File: src/rtl/sgr_pkg.sv
// ----------------------------------------------------------------------------
// sgr_pkg: shared types and constants of the ANSI SGR color parser
// Beat structs, parser mode and event codes, character codes and the
// fixed SGR color palette with its lookup function.
// ----------------------------------------------------------------------------
package sgr_pkg;

	// Parser mode
	typedef enum logic [1:0] {
		MODE_NORMAL = 2'd0,
		MODE_ESC    = 2'd1,
		MODE_CSI    = 2'd2
	} sgr_mode_t;

	// Output event codes
	typedef enum logic [1:0] {
		EV_NONE    = 2'd0,
		EV_GLYPH   = 2'd1,
		EV_NEWLINE = 2'd2,
		EV_CR      = 2'd3
	} sgr_event_t;

	// Input beat
	typedef struct packed {
		logic [7:0] text_byte;
		logic       string_end;
	} sgr_in_t;

	// Output beat
	typedef struct packed {
		sgr_event_t  event_kind;
		logic [7:0]  glyph;
		logic [31:0] glyph_color;
		logic        end_flag;
	} sgr_out_t;

	// Character codes
	localparam logic [7:0] CH_ESC      = 8'h1B;
	localparam logic [7:0] CH_LF       = 8'h0A;
	localparam logic [7:0] CH_CR       = 8'h0D;
	localparam logic [7:0] CH_LBRACKET = 8'h5B;
	localparam logic [7:0] CH_SEMI     = 8'h3B;
	localparam logic [7:0] CH_ZERO     = 8'h30;
	localparam logic [7:0] CH_NINE     = 8'h39;

	localparam int          CODE_W      = 7;
	localparam logic [6:0]  CODE_MAX    = 7'd127;
	localparam logic [31:0] DEFAULT_RST = 32'hFFFF_FFFF;

	// SGR code ranges
	localparam logic [6:0] FG_LO   = 7'd30;
	localparam logic [6:0] FG_HI   = 7'd37;
	localparam logic [6:0] FG_B_LO = 7'd90;
	localparam logic [6:0] FG_B_HI = 7'd97;

	localparam logic [31:0] PALETTE [8] = '{
		32'hFF50_5050, 32'hFFE0_2020, 32'hFF30_B030, 32'hFFF2_C200,
		32'hFF48_78E0, 32'hFFC0_40C0, 32'hFF20_B0B0, 32'hFFE8_E8E8
	};

	// Map a finished SGR code to the color it selects
	function automatic logic [31:0] sgr_lookup(
		input logic [6:0]  code,
		input logic [31:0] cur,
		input logic [31:0] dflt
	);
		logic [31:0] res;
		res = cur;
		if (code == '0) begin
			res = dflt;
		end else if (code >= FG_LO && code <= FG_HI) begin
			res = PALETTE[3'(code - FG_LO)];
		end else if (code >= FG_B_LO && code <= FG_B_HI) begin
			res = PALETTE[3'(code - FG_B_LO)];
		end
		return res;
	endfunction

endpackage

File: src/rtl/ansi_sgr_color_parser_top.sv
// ----------------------------------------------------------------------------
// ansi_sgr_color_parser_top: ANSI SGR color parser
// Results are registered; a result waits in the skid entry while the main one stalls.
// Throughput: one byte per cycle while the skid entry is empty; a two-entry output
//   register (main + skid) keeps the input open while one result waits to be taken.
// Reset: arst_n clears the parser mode, code state and both output entries,
//   and loads 0xFFFFFFFF as default and current color.
// ----------------------------------------------------------------------------
module ansi_sgr_color_parser_top (
	input  logic            clk,
	input  logic            arst_n,
	input  logic            char_valid,
	output logic            char_stall,
	input  sgr_pkg::sgr_in_t  char_beat,
	output logic            evt_valid,
	input  logic            evt_stall,
	output sgr_pkg::sgr_out_t evt_beat,
	input  logic            cfg_we,
	input  logic [31:0]     cfg_data
);
	import sgr_pkg::*;

	sgr_mode_t   mode_q, mode_d;
	logic [6:0]  accum_q, accum_d;
	logic        seen_q, seen_d;
	logic [31:0] color_q, color_d;
	logic [31:0] default_q;

	sgr_out_t    res;
	sgr_out_t    out_q, skid_q;
	logic        out_vld_q, skid_vld_q;

	logic        accept, pop, is_digit, normal;
	logic [10:0] code_sum;
	logic [6:0]  finished_code;

	assign char_stall = skid_vld_q;
	assign accept     = char_valid & ~char_stall;
	assign evt_valid  = out_vld_q;
	assign evt_beat   = out_q;
	assign pop        = out_vld_q & ~evt_stall;

	// Decimal accumulate with saturation
	assign is_digit = (char_beat.text_byte >= CH_ZERO) && (char_beat.text_byte <= CH_NINE);
	assign code_sum = 11'(accum_q) * 11'd10 + 11'(8'(char_beat.text_byte - CH_ZERO));
	assign finished_code = accum_q;

	// Parser state register
	always_ff @(posedge clk or negedge arst_n) begin
		if (!arst_n) begin
			mode_q    <= MODE_NORMAL;
			accum_q   <= '0;
			seen_q    <= 1'b0;
			color_q   <= DEFAULT_RST;
			default_q <= DEFAULT_RST;
		end else if (cfg_we) begin
			default_q <= cfg_data;
			color_q   <= cfg_data;
		end else if (accept) begin
			mode_q  <= mode_d;
			accum_q <= accum_d;
			seen_q  <= seen_d;
			color_q <= color_d;
		end
	end

	// Next state and result for the incoming byte
	always_comb begin
		mode_d  = mode_q;
		accum_d = accum_q;
		seen_d  = seen_q;
		color_d = color_q;
		normal  = 1'b0;
		res     = '0;
		unique case (mode_q)
			MODE_CSI: begin
				if (is_digit) begin
					accum_d = (code_sum > 11'(CODE_MAX)) ? CODE_MAX : code_sum[6:0];
					seen_d  = 1'b1;
				end else begin
					// apply the pending code on ';' or on the closing byte
					if (seen_q) begin
						color_d = sgr_lookup(finished_code, color_q, default_q);
					end
					accum_d = '0;
					seen_d  = 1'b0;
					if (char_beat.text_byte != CH_SEMI) begin
						mode_d = MODE_NORMAL;
					end
				end
			end
			MODE_ESC: begin
				if (char_beat.text_byte == CH_LBRACKET) begin
					mode_d  = MODE_CSI;
					accum_d = '0;
					seen_d  = 1'b0;
				end else begin
					mode_d = MODE_NORMAL;
					normal = 1'b1;
				end
			end
			default: begin
				mode_d = MODE_NORMAL;
				normal = 1'b1;
			end
		endcase

		// Plain text handling
		if (normal) begin
			case (char_beat.text_byte)
				CH_ESC: mode_d = MODE_ESC;
				CH_LF:  res.event_kind = EV_NEWLINE;
				CH_CR:  res.event_kind = EV_CR;
				default: begin
					res.event_kind  = EV_GLYPH;
					res.glyph       = char_beat.text_byte;
					res.glyph_color = color_q;
				end
			endcase
		end
		res.end_flag = char_beat.string_end;

		// Return to string-start state after the last byte
		if (char_beat.string_end) begin
			mode_d  = MODE_NORMAL;
			accum_d = '0;
			seen_d  = 1'b0;
			color_d = default_q;
		end
	end

	// Output register with skid entry
	always_ff @(posedge clk or negedge arst_n) begin
		if (!arst_n) begin
			out_vld_q  <= 1'b0;
			skid_vld_q <= 1'b0;
		end else if (pop || !out_vld_q) begin
			if (skid_vld_q) begin
				out_vld_q  <= 1'b1;
				skid_vld_q <= 1'b0;
			end else begin
				out_vld_q <= accept;
			end
		end else if (accept) begin
			skid_vld_q <= 1'b1;
		end
	end

	// Output payload, no reset
	always_ff @(posedge clk) begin
		if (pop || !out_vld_q) begin
			if (skid_vld_q) begin
				out_q <= skid_q;
			end else if (accept) begin
				out_q <= res;
			end
		end else if (accept) begin
			skid_q <= res;
		end
	end

endmodule

File: config.mk
export PLATFORM = sky130hd
export DESIGN_NAME = ansi_sgr_color_parser_top
export DESIGN_NICKNAME = d
export VERILOG_FILES = /design/src/rtl/sgr_pkg.sv /design/src/rtl/ansi_sgr_color_parser_top.sv
export SDC_FILE = /design/constraint.sdc
export NUM_CORES = 1
export LEC_CHECK = 0
export BUFFER_PORTS_ARGS = -buffer_cell sky130_fd_sc_hd__buf_2
export CAP_MARGIN = 0
export CORE_MARGIN = 2
export CORE_UTILIZATION = 53
export CTS_BUF_LIST = sky130_fd_sc_hd__clkbuf_4
export CTS_CLUSTER_SIZE = 14
export DETAILED_ROUTE_END_ITERATION = 6
export MAX_ROUTING_LAYER = met4
export PLACE_DENSITY = 0.73
export SYNTH_ARGS = -nofsm -noshare
export SYNTH_HDL_FRONTEND = slang
export SYNTH_SLANG_ARGS = --single-unit
File: constraint.sdc
create_clock -name clk -period 5.2 [get_ports clk]
set_input_delay 0.78 -clock clk [delete_from_list [all_inputs] [get_ports clk]]
set_output_delay 0.78 -clock clk [all_outputs]
set_load 0.01 [all_outputs]
Word-level counts from Yosys, hierarchy flattened
Memories as Yosys holds them, arrays and structs flattened.
Cells that the tools add are included.
Word-level totals
  register bits after elaboration: 162
  bits in read-only memories: 512
  input bits: 46
  output and inout bits: 45
  logic and storage cells: 106
  memories kept: 2
Cells by class
  add/subtract/negate cells: 4
  $mul: 1
  order comparisons: 9
  equal/unequal tests: 9
  muxes and demuxes: 39
  bitwise operators: 8
  reductions and logical operators: 19
Memory list
  (no name shown): words 8, bits a word 32, read ports 1, clocked after Yosys merged registers in 0, write ports 0, line sgr_pkg.sv:74  | res = PALETTE[3'(code - FG_B_LO)];
  (no name shown): words 8, bits a word 32, read ports 1, clocked after Yosys merged registers in 0, write ports 0, line sgr_pkg.sv:72  | res = PALETTE[3'(code - FG_LO)];
Operators by type and width (count)
  2-to-1 mux 32 bit: 13
  2-to-1 mux 43 bit: 2
  2-to-1 mux 42 bit: 1
  2-to-1 mux 40 bit: 1
  2-to-1 mux 7 bit: 4
  == test 8 x 4 -> 1 bit (second input constant): 2
  one-hot mux 7 bit (2 select lines): 1
  2-to-1 mux 2 bit: 6
  adder 11 x 8 -> 11 bit: 1
  > comparator 11 x 7 -> 1 bit (second input constant): 1
  multiplier 7 x 3 -> 10 bit (second input constant): 1
  nonzero test 3 bit: 3
  == test 8 x 5 -> 1 bit (second input constant): 1
  == test 8 x 7 -> 1 bit (second input constant): 1
  >= comparator 4 bit (second input constant): 2
  >= comparator 8 x 6 -> 1 bit (second input constant): 1
  less-or-equal comparator 8 x 6 -> 1 bit (second input constant): 1
  inequality test 8 x 6 -> 1 bit (second input constant): 1
  NOT 3 -> 4 bit: 2
  subtractor 8 x 6 -> 8 bit (second input constant): 1
  >= comparator 7 x 5 -> 1 bit (second input constant): 1
  >= comparator 7 bit (second input constant): 1
  less-or-equal comparator 7 x 6 -> 1 bit (second input constant): 1
  less-or-equal comparator 7 bit (second input constant): 1
  21 further kinds: 39

Depth between registers and ports, before layout
  depth after elaboration: 14
  depth in mapped cells: 12
  mapped depth without buffers: 12

Worst setup path after synthesis
OpenSTA, ideal clock, no wires.
  kind: register to register
  start: register skid_vld_q (netlist: char_stall)
  end: register out_q, in the netlist evt_beat[0], enable pin
  setup time: 458 ps
  arrival time: 3159 ps
  required time: 4742 ps
  slack: 1583 ps
  stages on the path, launching flop included: 5
  buffers on the path: 2
  clock period less this slack: 3617 ps
  cell sequence: dfrtp_1 > buf_2 > buf_1 > nor2_1 > a21oi_1
On the way
  longest elaborated chain between the ends: 4
RTL lines
  start: declaration: line ansi_sgr_color_parser_top.sv:31  | logic out_vld_q, skid_vld_q;
  start signal: assignment: line ansi_sgr_color_parser_top.sv:136  | skid_vld_q <= 1'b0;
  start signal: assignment: line ansi_sgr_color_parser_top.sv:140  | skid_vld_q <= 1'b0;
  start signal: assignment: line ansi_sgr_color_parser_top.sv:145  | skid_vld_q <= 1'b1;
  NOT 1 bit: line ansi_sgr_color_parser_top.sv:38  | assign accept = char_valid & ~char_stall;
  AND 1 bit: line ansi_sgr_color_parser_top.sv:38
  nonzero test 2 bit (no source line) *
  AND reduction 2 bit (no source line) *
  end signal: assignment: line ansi_sgr_color_parser_top.sv:153  | out_q <= skid_q;
  end signal: assignment: line ansi_sgr_color_parser_top.sv:155  | out_q <= res;
  end: declaration: line ansi_sgr_color_parser_top.sv:30  | sgr_out_t out_q, skid_q;
Mark *: on every way between the ends. The rest lies on a longest branch, timed or not.
A chain may end at the register's enable or synchronous reset.

Worst setup path in the final report
  start: register accum_q[1]
  end: register accum_q[3]
On the way
  longest elaborated chain between the ends: 7
RTL lines
  start: declaration: line ansi_sgr_color_parser_top.sv:24  | logic [6:0] accum_q, accum_d;
  start signal: assignment: line ansi_sgr_color_parser_top.sv:61  | accum_q <= accum_d;
  multiplier 7 x 3 -> 10 bit *: line ansi_sgr_color_parser_top.sv:45  | assign code_sum = 11'(accum_q) * 11'd10 + 11'(8'(char_beat.text_byte - CH_ZERO));
  adder 11 x 8 -> 11 bit *: line ansi_sgr_color_parser_top.sv:45
  > comparator 11 x 7 -> 1 bit: line ansi_sgr_color_parser_top.sv:78  | accum_d = (code_sum > 11'(CODE_MAX)) ? CODE_MAX : code_sum[6:0];
  2-to-1 mux 7 bit *: line ansi_sgr_color_parser_top.sv:78
  2-to-1 mux 7 bit *: line ansi_sgr_color_parser_top.sv:77  | if (is_digit) begin
  one-hot mux 7 bit (2 select lines) *: line ansi_sgr_color_parser_top.sv:75  | unique case (mode_q)
  2-to-1 mux 7 bit *: line ansi_sgr_color_parser_top.sv:124  | if (char_beat.string_end) begin
Marks and branches as above.

==> run_results.csv <==
group,metric,value,unit
global_routing,grt_pass1_wl,26500,µm
run,max_cap_viol_count,0,
synthesis,synthCells,591,
clocking,cts_resized,0,
synthesis,synthArstFlopShare,0.469,
worst_setup_path,crit_required,5620,ps
global_routing,grt.busiest_layer,"met2",
synthesis,synth_warnings,0,
pwr,pwr-share-comb,0.138,
floorplan,die_x,126,µm
global_routing,grtUsageMet1,0.281,
pwr,p_clk_frac,0.264,
worst_setup_path,critPathKind,"register to register",
worst_setup_path,cpMostUsedCell,"ha_1",
routing,first_pass_iters,5,
worst_setup_path,path_buf_inv,0,
clocking,clk_latency,520,ps
synthesis,synth_top_area_share,0.329,
routing,dr.first_iter.drc_count,347,
worst_setup_path,worst_path_max_delay_cell,"dfrtp_1",
floorplan,initial_core_util,0.541,
layout,syn_to_final_growth,10.5,%
synthesis,synth.distinct_cells,74,
clocking,cts_buffer_depth,2,
worst_setup_path,worst-path-stages,11,
floorplan,die_h,126,µm
layout,drive_above_1_share,0.395,
global_routing,grt_max_degree,77,
global_routing,antenna_found_initial,1,
sta,finalCriticalPeriod,3600,ps
pwr,p_seq_frac,0.599,
worst_setup_path,r2r-end,"accum_q[3]",
routing,avgViaCountPerCell,5.72,
routing,wire_per_inst,18.4,µm
worst_setup_path,cp-endpoint,"accum_q[3]",
worst_setup_path,cp_top_family,"adder cells",
sta,max-slew-margin-rel,0.396,
worst_setup_path,r2r_slack,1600,ps
clocking,clkTransAtPathRegs,140,ps
outcome,status,"finished, final reports clean",
sta,clock.fmax,0.278,GHz
synthesis,synthTopCellsByCount,"edfxtp_1, dfstp_2, mux2_2",
global_routing,grtUsageTotal,0.218,
global_routing,grt_util_met2,0.355,
worst_setup_path,reg2reg_from,"accum_q[1]",
sta,timing.final.crit_share,0.692,
sta,finalHoldViolations,0,
floorplan,rows,44,
placement,dp_hpwl,11000,µm
synthesis,synth_seq_area_share,0.581,
pwr,p_int,1.94,mW
worst_setup_path,start_kind,"register",
pwr,p_switching,688,µW
synthesis,ys_top_cells_by_area,"edfxtp_1, dfstp_2, mux2_2",
worst_setup_path,crit_path_end_kind,"register",
clocking,cts_max_level,4,
placement,gp_congestion,0.852,
pwr,p_sw_frac,0.262,
floorplan,die-area,0.0158,mm²
worst_hold_path,hold_path_class,"input port to async pin",
synthesis,synthesis.nets,672,
routing,wirelength,16100,µm
floorplan,ios,91,
clocking,post_cts_buffers,0,
synthesis,synth_area_per_cell,13.3,µm²
sta,setup_tns,0,ps
clocking,clock-root-buffer,"clkbuf_4",
pwr,p_leak,3.49,nW
synthesis,synth_area_leader_cell,"edfxtp_1",
routing,num_vias,5015,
placement,port_buffers,90,
sta,grt_setup_unrepaired,"no",
worst_setup_path,cpPeakStageDelay,690,ps
synthesis,synth-seq-cells,162,
global_routing,grt_overflow,0,
synthesis,yosysMostFrequentCell,"edfxtp_1",
layout,final_nets,759,
synthesis,synth-edff-count,86,
routing,postRouteAntennaNets,0,
sta,drv_slew,0,
synthesis,syn_area,0.00786,mm²
layout,final_core_util,0.597,
global_routing,grt_pass1_vias,5278,
pwr,peakVddDrop,0.131,mV
worst_setup_path,crit_arrival,4020,ps
routing,drc,0,
worst_setup_path,cp_cell_sequence,"ha_1 > ha_1 > fa_1 > xor2_1 > ha_1 > or4_1 > nor2_1 > o21ai_0 > a31oi_1 > and2b_1 > a221o_2",
sta,setup_viol,0,
clocking,cts_tree,"done",
sta,skew,18.5,ps
sta,worst_pin_slew,906,ps
pwr,power_density,303,mW/mm²
global_routing,gr-usage-met3,0.0374,
clocking,cts_made_buffers,17,
synthesis,yosys_most_used_dff,"edfxtp_1",
worst_setup_path,path_max_fanout,12,
worst_setup_path,r2r.worst_path.cells,11,
floorplan,coreArea,0.0145,mm²
worst_setup_path,startpoint,"accum_q[1]",
clocking,ctsHoldBuffers,0,
clocking,clock_sinks,162,
## cell families (layout without fill, tap and decap cells)
kind of cell,count (synthesis),count (layout),synth area share
AOI/OAI and AO/OA,138,138,0.126
xor gates and xnor gates,8,8,0.00892
adders and majority gates,35,35,0.0576
buffers and inverters,51,151,0.0347
DFF,162,162,0.581
muxes,65,65,0.0932
other,0,1,0
and+or+nand+nor,132,132,0.0986
## worst min-delay path by stage
stage / startpoint / end / slack (ps) / cells after the start
after global placement: default_q[22] / default_q[22] / 460 / 2
after global routing: arst_n / accum_q[3] / 430 / 1
after floorplan: default_q[22] / default_q[22] / 450 / 2
final: arst_n / accum_q[2] / 400 / 1
after detailed placement: seen_q / seen_q / 470 / 1
after CTS: arst_n / accum_q[0] / 390 / 1
## sequential cells by signal, indices dropped and copies added (netlist names), 2 cells and up
register	flops
evt_beat	43
skid_q	43
color_q	32
default_q	32
accum_q	7
mode_q	2
## metal layers
layer,part of all wire,vias up
li1,-,2381
met1,0.44,2473
met2,0.51,145
met3,0.042,16
met4,0.014,0
met5,0,-
## area by class of cell
| type | instances | area (µm²) |
|---|---|---|
| timing repair buffer | 96 | 498 |
| fill | 1207 | 5850 |
| sequential | 162 | 4570 |
| multi-input combinational | 378 | 3040 |
| clock inverter | 15 | 133 |
| clock buffer | 17 | 128 |
| tap | 184 | 230 |
| antenna | 1 | 2.50 |
| inverter | 23 | 86.3 |
## per-stage QoR
step           hold WS, ps  cell area [µm²]  setup WS (ps)  power (mW)  std cells
2_1_floorplan          448             7860           1580        1.83        591
3_3_place_gp           461             8420           1810        1.94        843
3_5_place_dp           474             8420           1620        1.96        843
4_1_cts                388             8680           1610        2.65        875
5_1_grt                429             8680           1440        2.74        876
6_report               403             8680           1600        2.63        876
## cell usage in the layout (no fill, tap or decap), types with 5 or more instances in the layout
cell type / synthesis / routed
buf_2: 7 / 89
edfxtp_1: 86 / 86
mux2_2: 64 / 64
dfstp_2: 64 / 64
and2_1: 41 / 41
ha_1: 33 / 33
nand2_1: 24 / 24
o21ai_0: 24 / 24
inv_1: 21 / 21
nor2_1: 20 / 19
a21oi_1: 20 / 19
clkbuf_4: 0 / 17
nand2b_1: 12 / 12
dfrtp_1: 12 / 11
a31oi_1: 9 / 9
o31a_1: 9 / 9
o21a_1: 8 / 8
o2bb2ai_1: 7 / 7
a221o_1: 7 / 7
buf_4: 0 / 7
o311ai_1: 6 / 6
a21o_1: 6 / 6
nand3_1: 5 / 5
## power by group through the flow
stage	registers, mW	clock network [mW]	logic, mW
3_3_place_gp	1.59	0	0.350
3_5_place_dp	1.60	0	0.363
2_1_floorplan	1.61	0	0.222
6_report	1.57	0.693	0.361
5_1_grt	1.59	0.757	0.400
4_1_cts	1.57	0.710	0.365
No activity file was read; power rests on OpenSTA's default activity.
